[config.mk]
export PLATFORM = sky130hd
export DESIGN_NAME = cascaded_incremental_pid_unit
export DESIGN_NICKNAME = d
export VERILOG_FILES = /design/src/rtl/cipid_pkg.sv /design/src/rtl/cipid_ctrl.sv /design/src/rtl/cipid_datapath.sv /design/src/rtl/cascaded_incremental_pid_unit.sv
export SDC_FILE = /design/constraint.sdc
export NUM_CORES = 2
export LEC_CHECK = 0
export BUFFER_PORTS_ARGS = -buffer_cell sky130_fd_sc_hd__buf_4
export CAP_MARGIN = 20
export CORE_MARGIN = 3
export CORE_UTILIZATION = 40
export DETAILED_ROUTE_END_ITERATION = 7
export SLEW_MARGIN = 20
export SYNTH_ARGS = -nofsm -noshare
export SYNTH_HDL_FRONTEND = slang
export SYNTH_SLANG_ARGS = --single-unit
[constraint.sdc]
create_clock -name clock -period 13.3 [get_ports clock]
set_clock_uncertainty 0.2 [all_clocks]
set_input_delay 0 -clock clock [delete_from_list [all_inputs] [get_ports clock]]
set_output_delay 0 -clock clock [all_outputs]
set_load 0.02 [all_outputs]
[src/rtl/cipid_pkg.sv]
package cipid_pkg;

   localparam int VAL_W   = 32;
   localparam int GAIN_W  = 16;
   localparam int LIMIT_W = 31;
   localparam int WHEEL_W = 2;
   localparam int CSR_IDX_W = 4;
   localparam int CSR_DATA_W = 31;

   localparam int MUL_A_W = GAIN_W + 1;
   localparam int MUL_B_W = VAL_W + 2;
   localparam int PROD_W  = MUL_A_W + MUL_B_W;
   localparam int SUM_W   = PROD_W + 1;
   localparam int INC_W   = SUM_W - 8;
   localparam int ACC_W   = INC_W + 4;

   localparam logic [CSR_IDX_W-1:0] CSR_POS_GAIN_P = 4'd0;
   localparam logic [CSR_IDX_W-1:0] CSR_POS_GAIN_I = 4'd1;
   localparam logic [CSR_IDX_W-1:0] CSR_POS_GAIN_D = 4'd2;
   localparam logic [CSR_IDX_W-1:0] CSR_POS_LIMIT  = 4'd3;
   localparam logic [CSR_IDX_W-1:0] CSR_VEL_GAIN_P = 4'd4;
   localparam logic [CSR_IDX_W-1:0] CSR_VEL_GAIN_I = 4'd5;
   localparam logic [CSR_IDX_W-1:0] CSR_VEL_GAIN_D = 4'd6;
   localparam logic [CSR_IDX_W-1:0] CSR_VEL_LIMIT  = 4'd7;

   localparam logic [1:0] MUL_SPEED = 2'd0;
   localparam logic [1:0] MUL_P     = 2'd1;
   localparam logic [1:0] MUL_I     = 2'd2;
   localparam logic [1:0] MUL_D     = 2'd3;

   typedef struct packed {
      logic [WHEEL_W-1:0]      wheel;
      logic signed [VAL_W-1:0] position_reference;
      logic signed [VAL_W-1:0] measured_position;
      logic signed [VAL_W-1:0] measured_speed;
   } req_item_type;

   typedef struct packed {
      logic [WHEEL_W-1:0]      wheel_out;
      logic signed [VAL_W-1:0] drive_command;
   } rsp_item_type;

   typedef struct packed {
      logic       start;
      logic       loop_vel;
      logic       err_en;
      logic       diff_en;
      logic [1:0] mul_op;
      logic       sum_clr;
      logic       sum_en;
      logic       add_en;
      logic       wr_en;
      logic       rsp_load;
   } cmd_type;

   typedef struct packed {
      logic in_range;
   } status_type;

   function automatic logic signed [VAL_W-1:0] sat32(input logic signed [63:0] v);
      logic signed [63:0] hi;
      logic signed [63:0] lo;
      hi = 64'sd2147483647;
      lo = -64'sd2147483648;
      if (v > hi) begin
         return 32'sh7fffffff;
      end else if (v < lo) begin
         return 32'sh80000000;
      end
      return v[VAL_W-1:0];
   endfunction

endpackage

[src/rtl/cipid_ctrl.sv]
module cipid_ctrl
   import cipid_pkg::*;
(
   input  logic       clock,
   input  logic       reset,
   input  logic       req_valid,
   output logic       req_stall,
   output logic       rsp_valid,
   input  logic       rsp_stall,
   input  status_type status,
   output cmd_type    cmd
);

   localparam logic [3:0] ST_IDLE  = 4'd0;
   localparam logic [3:0] ST_ERR   = 4'd1;
   localparam logic [3:0] ST_DIFF  = 4'd2;
   localparam logic [3:0] ST_MUL0  = 4'd3;
   localparam logic [3:0] ST_MUL1  = 4'd4;
   localparam logic [3:0] ST_MUL2  = 4'd5;
   localparam logic [3:0] ST_MUL3  = 4'd6;
   localparam logic [3:0] ST_ADD   = 4'd7;
   localparam logic [3:0] ST_CLAMP = 4'd8;
   localparam logic [3:0] ST_DONE  = 4'd9;

   logic [3:0] state_ff, state_in;
   logic       loop_vel_ff, loop_vel_in;
   logic       rsp_valid_ff, rsp_valid_in;
   logic       accept;

   assign req_stall = (state_ff != ST_IDLE);
   assign accept    = req_valid && (state_ff == ST_IDLE);
   assign rsp_valid = rsp_valid_ff;

   always_comb begin
      state_in    = state_ff;
      loop_vel_in = loop_vel_ff;
      cmd         = '0;
      cmd.loop_vel = loop_vel_ff;
      unique case (state_ff)
         ST_IDLE: begin
            if (accept) begin
               cmd.start   = 1'b1;
               loop_vel_in = 1'b0;
               state_in    = ST_ERR;
            end
         end
         ST_ERR: begin
            cmd.err_en = 1'b1;
            cmd.mul_op = MUL_SPEED;
            state_in   = status.in_range ? ST_DIFF : ST_DONE;
         end
         ST_DIFF: begin
            cmd.diff_en = 1'b1;
            state_in    = ST_MUL0;
         end
         ST_MUL0: begin
            cmd.mul_op  = MUL_P;
            cmd.sum_clr = 1'b1;
            state_in    = ST_MUL1;
         end
         ST_MUL1: begin
            cmd.mul_op = MUL_I;
            cmd.sum_en = 1'b1;
            state_in   = ST_MUL2;
         end
         ST_MUL2: begin
            cmd.mul_op = MUL_D;
            cmd.sum_en = 1'b1;
            state_in   = ST_MUL3;
         end
         ST_MUL3: begin
            cmd.sum_en = 1'b1;
            state_in   = ST_ADD;
         end
         ST_ADD: begin
            cmd.add_en = 1'b1;
            state_in   = ST_CLAMP;
         end
         ST_CLAMP: begin
            cmd.wr_en = 1'b1;
            if (loop_vel_ff) begin
               state_in = ST_DONE;
            end else begin
               loop_vel_in = 1'b1;
               state_in    = ST_ERR;
            end
         end
         ST_DONE: begin
            if (!rsp_valid_ff || !rsp_stall) begin
               cmd.rsp_load = 1'b1;
               state_in     = ST_IDLE;
            end
         end
         default: begin
            state_in = ST_IDLE;
         end
      endcase
   end

   assign rsp_valid_in = cmd.rsp_load || (rsp_valid_ff && rsp_stall);

   always_ff @(posedge clock) begin
      if (reset) begin
         state_ff     <= ST_IDLE;
         loop_vel_ff  <= 1'b0;
         rsp_valid_ff <= 1'b0;
      end else begin
         state_ff     <= state_in;
         loop_vel_ff  <= loop_vel_in;
         rsp_valid_ff <= rsp_valid_in;
      end
   end

endmodule

[src/rtl/cipid_datapath.sv]
module cipid_datapath
   import cipid_pkg::*;
#(
   parameter int WHEELS      = 4,
   parameter int SPEED_SCALE = 36
)
(
   input  logic                  clock,
   input  logic                  reset,
   input  logic                  csr_write,
   input  logic [CSR_IDX_W-1:0]  csr_index,
   input  logic [CSR_DATA_W-1:0] csr_wdata,
   input  req_item_type          req_item,
   output rsp_item_type          rsp_item,
   input  cmd_type               cmd,
   output status_type            status
);

   localparam int IDX_W = (WHEELS > 1) ? $clog2(WHEELS) : 1;

   logic [GAIN_W-1:0]  pos_kp_ff, pos_ki_ff, pos_kd_ff;
   logic [GAIN_W-1:0]  vel_kp_ff, vel_ki_ff, vel_kd_ff;
   logic [LIMIT_W-1:0] pos_limit_ff, vel_limit_ff;

   req_item_type            item_ff;
   rsp_item_type            rsp_ff;
   logic signed [VAL_W-1:0] err_ff, err_in;
   logic signed [VAL_W:0]   d1_ff, d1_in;
   logic signed [VAL_W+1:0] d2_ff, d2_in;
   logic signed [VAL_W-1:0] vfb_ff;
   logic signed [PROD_W-1:0] prod_ff, prod_in;
   logic signed [SUM_W-1:0] sum_ff;
   logic signed [ACC_W-1:0] acc_ff, acc_in;
   logic signed [VAL_W-1:0] loop_out_ff, clamp_in;

   logic signed [VAL_W-1:0] last_ff  [2][WHEELS];
   logic signed [VAL_W-1:0] older_ff [2][WHEELS];
   logic signed [VAL_W-1:0] accum_ff [2][WHEELS];

   logic [4:0]              wheel_wide;
   logic [IDX_W-1:0]        idx;
   logic                    lp;
   logic signed [VAL_W-1:0] e1, e2, accum_rd, ref_v, fdb_v;
   logic [GAIN_W-1:0]       kp, ki, kd;
   logic [LIMIT_W-1:0]      limit;
   logic signed [MUL_A_W-1:0] mul_a;
   logic signed [MUL_B_W-1:0] mul_b;
   logic signed [INC_W-1:0] inc;
   logic signed [ACC_W-1:0] lim_pos, lim_neg;

   assign wheel_wide      = {3'b000, item_ff.wheel};
   assign idx             = wheel_wide[IDX_W-1:0];
   assign status.in_range = ({27'd0, wheel_wide} < 32'(WHEELS));
   assign lp              = cmd.loop_vel;

   assign e1       = last_ff[lp][idx];
   assign e2       = older_ff[lp][idx];
   assign accum_rd = accum_ff[lp][idx];

   assign kp    = lp ? vel_kp_ff : pos_kp_ff;
   assign ki    = lp ? vel_ki_ff : pos_ki_ff;
   assign kd    = lp ? vel_kd_ff : pos_kd_ff;
   assign limit = lp ? vel_limit_ff : pos_limit_ff;

   assign ref_v = lp ? loop_out_ff : item_ff.position_reference;
   assign fdb_v = lp ? vfb_ff : item_ff.measured_position;

   assign err_in = sat32(64'(ref_v) - 64'(fdb_v));
   assign d1_in  = {err_ff[VAL_W-1], err_ff} - {e1[VAL_W-1], e1};
   assign d2_in  = {{2{err_ff[VAL_W-1]}}, err_ff} - {e1[VAL_W-1], e1, 1'b0}
                 + {{2{e2[VAL_W-1]}}, e2};

   always_comb begin
      unique case (cmd.mul_op)
         MUL_SPEED: begin
            mul_a = MUL_A_W'(SPEED_SCALE);
            mul_b = {{2{item_ff.measured_speed[VAL_W-1]}}, item_ff.measured_speed};
         end
         MUL_P: begin
            mul_a = {1'b0, kp};
            mul_b = {d1_ff[VAL_W], d1_ff};
         end
         MUL_I: begin
            mul_a = {1'b0, ki};
            mul_b = {{2{err_ff[VAL_W-1]}}, err_ff};
         end
         MUL_D: begin
            mul_a = {1'b0, kd};
            mul_b = d2_ff;
         end
         default: begin
            mul_a = '0;
            mul_b = '0;
         end
      endcase
   end

   assign prod_in = mul_a * mul_b;

   assign inc     = INC_W'(sum_ff >>> 8);
   assign acc_in  = {{(ACC_W-VAL_W){accum_rd[VAL_W-1]}}, accum_rd}
                  + {{(ACC_W-INC_W){inc[INC_W-1]}}, inc};
   assign lim_pos = {{(ACC_W-LIMIT_W){1'b0}}, limit};
   assign lim_neg = -lim_pos;

   always_comb begin
      if (acc_ff > lim_pos) begin
         clamp_in = VAL_W'(lim_pos);
      end else if (acc_ff < lim_neg) begin
         clamp_in = VAL_W'(lim_neg);
      end else begin
         clamp_in = VAL_W'(acc_ff);
      end
   end

   always_ff @(posedge clock) begin
      if (reset) begin
         pos_kp_ff    <= '0;
         pos_ki_ff    <= '0;
         pos_kd_ff    <= '0;
         pos_limit_ff <= '0;
         vel_kp_ff    <= '0;
         vel_ki_ff    <= '0;
         vel_kd_ff    <= '0;
         vel_limit_ff <= '0;
      end else if (csr_write) begin
         unique case (csr_index)
            CSR_POS_GAIN_P: pos_kp_ff    <= csr_wdata[GAIN_W-1:0];
            CSR_POS_GAIN_I: pos_ki_ff    <= csr_wdata[GAIN_W-1:0];
            CSR_POS_GAIN_D: pos_kd_ff    <= csr_wdata[GAIN_W-1:0];
            CSR_POS_LIMIT:  pos_limit_ff <= csr_wdata[LIMIT_W-1:0];
            CSR_VEL_GAIN_P: vel_kp_ff    <= csr_wdata[GAIN_W-1:0];
            CSR_VEL_GAIN_I: vel_ki_ff    <= csr_wdata[GAIN_W-1:0];
            CSR_VEL_GAIN_D: vel_kd_ff    <= csr_wdata[GAIN_W-1:0];
            CSR_VEL_LIMIT:  vel_limit_ff <= csr_wdata[LIMIT_W-1:0];
            default: begin
            end
         endcase
      end
   end

   // per-wheel loop history
   always_ff @(posedge clock) begin
      if (reset) begin
         for (int l = 0; l < 2; l++) begin
            for (int w = 0; w < WHEELS; w++) begin
               last_ff[l][w]  <= '0;
               older_ff[l][w] <= '0;
               accum_ff[l][w] <= '0;
            end
         end
      end else if (cmd.wr_en) begin
         older_ff[lp][idx] <= e1;
         last_ff[lp][idx]  <= err_ff;
         accum_ff[lp][idx] <= clamp_in;
      end
   end

   always_ff @(posedge clock) begin
      prod_ff <= prod_in;
      if (cmd.start) begin
         item_ff     <= req_item;
         loop_out_ff <= '0;
      end
      if (cmd.err_en) begin
         err_ff <= err_in;
      end
      if (cmd.diff_en) begin
         d1_ff <= d1_in;
         d2_ff <= d2_in;
         if (!lp) begin
            vfb_ff <= sat32({{(64-PROD_W){prod_ff[PROD_W-1]}}, prod_ff});
         end
      end
      if (cmd.sum_clr) begin
         sum_ff <= '0;
      end else if (cmd.sum_en) begin
         sum_ff <= sum_ff + {prod_ff[PROD_W-1], prod_ff};
      end
      if (cmd.add_en) begin
         acc_ff <= acc_in;
      end
      if (cmd.wr_en) begin
         loop_out_ff <= clamp_in;
      end
      if (cmd.rsp_load) begin
         rsp_ff.wheel_out     <= item_ff.wheel;
         rsp_ff.drive_command <= loop_out_ff;
      end
   end

   assign rsp_item = rsp_ff;

endmodule

[src/rtl/cascaded_incremental_pid_unit.sv]
// channel   handshake              payload
// req       req_valid / req_stall  req_item (wheel, references, measurements)
// rsp       rsp_valid / rsp_stall  rsp_item (wheel_out, drive_command)
// csr       csr_write              csr_index, csr_wdata
//
// One item at a time: accept, eight steps per loop on the shared 17x34
// multiplier (error, differences, four multiply and sum steps, add, clamp),
// then a done step loads the output register. A wheel out of range skips to
// done. Synchronous reset clears gains, limits and all wheel history.
// A stalled result sits in the output register while the next item is taken.
module cascaded_incremental_pid_unit
   import cipid_pkg::*;
#(
   parameter int WHEELS      = 4,
   parameter int SPEED_SCALE = 36
)
(
   input  logic                  clock,
   input  logic                  reset,
   input  logic                  req_valid,
   output logic                  req_stall,
   input  req_item_type          req_item,
   output logic                  rsp_valid,
   input  logic                  rsp_stall,
   output rsp_item_type          rsp_item,
   input  logic                  csr_write,
   input  logic [CSR_IDX_W-1:0]  csr_index,
   input  logic [CSR_DATA_W-1:0] csr_wdata
);

   cmd_type    cmd;
   status_type status;

   cipid_ctrl u_ctrl (
      .clock     (clock),
      .reset     (reset),
      .req_valid (req_valid),
      .req_stall (req_stall),
      .rsp_valid (rsp_valid),
      .rsp_stall (rsp_stall),
      .status    (status),
      .cmd       (cmd)
   );

   cipid_datapath #(
      .WHEELS      (WHEELS),
      .SPEED_SCALE (SPEED_SCALE)
   ) u_datapath (
      .clock     (clock),
      .reset     (reset),
      .csr_write (csr_write),
      .csr_index (csr_index),
      .csr_wdata (csr_wdata),
      .req_item  (req_item),
      .rsp_item  (rsp_item),
      .cmd       (cmd),
      .status    (status)
   );

endmodule
==> summary.txt <==
Outcome
  – Run status: completed

Critical path
  – R2r setup slk: 3450 ps
  – CP Max Fanout: 46
  – Top Family by Delay on Critical Path: adder cells
  – Worst path bufs/invs: 5
  – Crit Path Category: reg2reg
  – Crit. End Element: flop
  – Reg-to-Reg Start: u_ctrl.state_ff[0]
  – Required @ worst endpoint: 13850 ps
  – Crit path capture: u_datapath.prod_ff[47]
  – Worst r2r dst: u_datapath.prod_ff[47]
  – CP most frequent cell: fa_1
  – Crit path DAT: 10400 ps
  – Timing startpoint of the critical path: u_ctrl.state_ff[0]
  – Crit. path cell count: 27
  – Worst r2r path cells: 27
  – Cell at the slowest stage of the critical path: dfxtp_4
  – CP peak stage delay: 840 ps
  – Worst Setup Start Kind: flop

Timing
  – Fmax: 102 MHz
  – Unrepaired setup endpoints after global routing: no
  – Final min period: 9850 ps
  – Final hold viol count: 0
  – Max-slew headroom: 0.236
  – Worst-Margin Slew: 1140 ps
  – Final setup fails: 0
  – Fin. max-slew vios: 0
  – Period utilisation layout: 0.740
  – Sum Neg Setup Slack: 0 ps

Power
  – VDD IR max: 0.000121 V
  – Pint: 10.6 mW
  – Switching power: 6.87 mW
  – Pwr/cell area: 175 nW/um2
  – Clk pwr share: 0.252
  – Combinational fraction of design power: 0.421
  – Leakage: 40.8 nW
  – Sequential Power Share: 0.326
  – Switching share of power: 0.394
  – Overall Power: 17.4 mW

Die
  – Die H: 472 um
  – Core Footprint: 215000 um2
  – Initial Utilization: 0.403
  – Row count: 170
  – # IOs: 174
  – Die width: 472 um
  – DIE AREA: 222000 um2

Detailed routing
  – Vias: 62300
  – Via-to-Cell Ratio: 5.59
  – Post-Route WL: 276000 um
  – Final antenna-violating net count: 0
  – Routed len/inst: 24.7 um
  – Iteration-0 DRC Markers: 6285
  – Drc violations: 0
  – Detailed-router iteration count before antenna repair: 6

Yosys
  – Syn Std Cell Area: 86700 um2
  – YS warnings: 0
  – Async SR Flop Fraction: 0
  – Syn Nets: 8883
  – Synth top area share: 0.384
  – Ranking of synthesized cells by area: edfxtp_1, fa_1, dfxtp_1
  – Post-synth EDFFs: 1108
  – Post-synthesis register bit count: 1376
  – Yosys cell types: 100
  – Yosys top cell by area: edfxtp_1
  – Post-Syn Area per Cell: 11.1 um2
  – Sequential area share after synthesis: 0.446
  – Count of mapped cells out of synthesis: 7800
  – Top_reg_cell synth: edfxtp_1

Clocking
  – Root Buffer: clkbuf_16
  – CTS tree: yes
  – Inserted Clock Buffers: 154
  – Post-CTS setup buffer count: 0
  – Clk_lat worst skew: 840 ps
  – H-tree Lvls: 4
  – Clk buf depth: 3
  – Clk pin slew, worst setup/hold paths: 60 ps
  – Num Clock Sinks: 1376

Place
  – RD Place Congestion: 0.928
  – DP HPWL: 193000 um
  – IO Port Bufs: 173

Hold path
  – Class of the worst hold path: in2reg

Global routing
  – Total Routing Usage GR: 0.246
  – First-pass GRT wire length: 410000 um
  – Largest net degree at the start of global routing: 109
  – Initial antenna violation count: 6
  – Vias in the first global route: 62300
  – Grt ovf: 0

Finish
  – Multi-input gate area: 43700 um2
  – Fin nets: 9272
  – Share of cells above drive strength 1: 0.115
  – Filler cells: 19600
  – P&R area growth vs syn: 15.0%
  – Sequential cell area: 38600 um2

Run
  – Max-capacitance violation count: 0
worst reg2reg max path: stages, from the launching register on:
cell	delay [ps]
dfxtp_4	840
nand2_1	340
nor2_4	780
buf_4	430
a21oi_1	160
a21oi_2	140
buf_4	490
nand2_1	190
fa_1	610
fa_1	470
fa_1	520
inv_1	50
fa_1	460
fa_1	570
inv_1	70
fa_1	540
inv_1	40
ha_1	370
and2_1	200
and4_1	210
a32oi_1	280
o211ai_1	230
a311oi_1	470
o31ai_1	210
a221oi_1	520
nor4_1	100
nor3_1	200
xnor2_1	140
power groups by stage:
stage | Clock, mW | Sequential, mW | Combinational, mW
global placement | 0 | 5.76 | 7.08
CTS | 4.48 | 5.68 | 7.27
detailed placement | 0 | 5.76 | 7.13
finish | 4.40 | 5.68 | 7.34
floorplan | 0 | 5.49 | 5.13
global route | 4.65 | 5.70 | 8.08
per-stage QoR:
step                      instances  instance area, um2  hold WS (ps)  setup slack, ps  utilization
after floorplan                7800               86700          -101             4740            -
after global placement        10600               91500         -20.9             3410        0.425
after detailed placement      10600               91500         -20.5             3450        0.425
after CTS                     11200               99700          25.7             3490        0.463
after global routing          11200               99700           118             2940        0.463
final                         11200               99700           122             3450        0.464
layout make-up:
type	instances	share of cell area
Timing Repair Buffer	608	0.0534
Tap cell	2838	0.0356
Antenna cell	6	0.000151
Multi-Input combinational cell	5205	0.438
Clock inverter	87	0.0118
Sequential cell	1376	0.388
Clock buffer	196	0.0412
Inverter	844	0.0318
kinds of logic (layout without fill, tap and decap cells):
group / count (synthesis) / after routing / synth area share
AND/OR/NAND/NOR: 2311 / 2311 / 0.114
XOR/XNOR: 238 / 238 / 0.0241
multiplexers: 551 / 551 / 0.0936
flip-flops: 1376 / 1376 / 0.446
buffers and inverters: 1219 / 1735 / 0.0541
AO/OA/AOI/OAI: 1155 / 1155 / 0.0842
other: 0 / 6 / 0
adder cells (fa/ha/maj): 950 / 950 / 0.185
registers in the layout, indices dropped and copies added (netlist names), 45 cells and up, named ones only:
signal               count
u_datapath.older_ff    256
u_datapath.last_ff     256
u_datapath.acc_ff       45
u_datapath.prod_ff      51
u_datapath.accum_ff    256
u_datapath.sum_ff       52
u_datapath.item_ff      96
layer usage:
layer | share of wire | vias up | routed length [um] | track usage
li1 | - | 27600 | - | -
met1 | 0.44 | 31800 | 122000 | 0.357
met2 | 0.45 | 2505 | 124000 | 0.379
met3 | 0.075 | 405 | 20700 | 0.0394
met4 | 0.033 | 0 | 8990 | 0.0770
met5 | 0 | - | 0 | 0
cells in the mapped netlist (all sizes together) (10+ instances only):
master and n:
a221oi 24, edfxtp 1108, nor2b 89, xor2 80, dfxtp 268, nand4 52, a21oi 423, mux4 193
and3 33, a31oi 25, inv 837, nor2 1007, a31o 10, xnor2 158, and2 47, mux2i 247
nor4 14, o21ai 220, a211oi 30, buf 74, ha 392, o31ai 15, mux2 111, nand2b 62
a21o 155, a2111oi 10, nor3 77, nand2 814, or2 12, or3 10, fa 553, clkbuf 296
o21a 68, nor3b 12, nand3 63, o211ai 25, o21bai 40
placed cells by master (no fill, tap or decap), drive strengths merged, types with 111 or more instances in the layout:
cell,count
a21o,155
a21oi,423
buf,317
clkbuf,196
dfxtp,268
dlygate4sd3,291
edfxtp,1108
fa,553
ha,392
inv,844
mux2,111
mux2i,247
mux4,193
nand2,814
nor2,1007
o21ai,220
xnor2,158
how the worst min path moves through the flow:
stage	startpoint	to	slack, ps	cells after the start
4_1_cts	reset	u_datapath.accum_ff[1][123]	30	3
3_5_place_dp	req_item[52]	u_datapath.item_ff[52]	-20	1
2_1_floorplan	req_item[96]	u_datapath.idx[0]	-100	0
6_report	reset	u_datapath.accum_ff[1][124]	120	3
3_3_place_gp	req_item[40]	u_datapath.item_ff[40]	-20	1
5_1_grt	reset	u_datapath.accum_ff[1][123]	120	3
what timing repair did:
| action | in CTS | in global routing |
|---|---|---|
| gates resized for setup | 0 | 0 |
| hold buffers | 291 | 0 |
| endpoints found under the hold margin | 517 | 0 |
No activity file was read; power rests on OpenSTA's default activity.
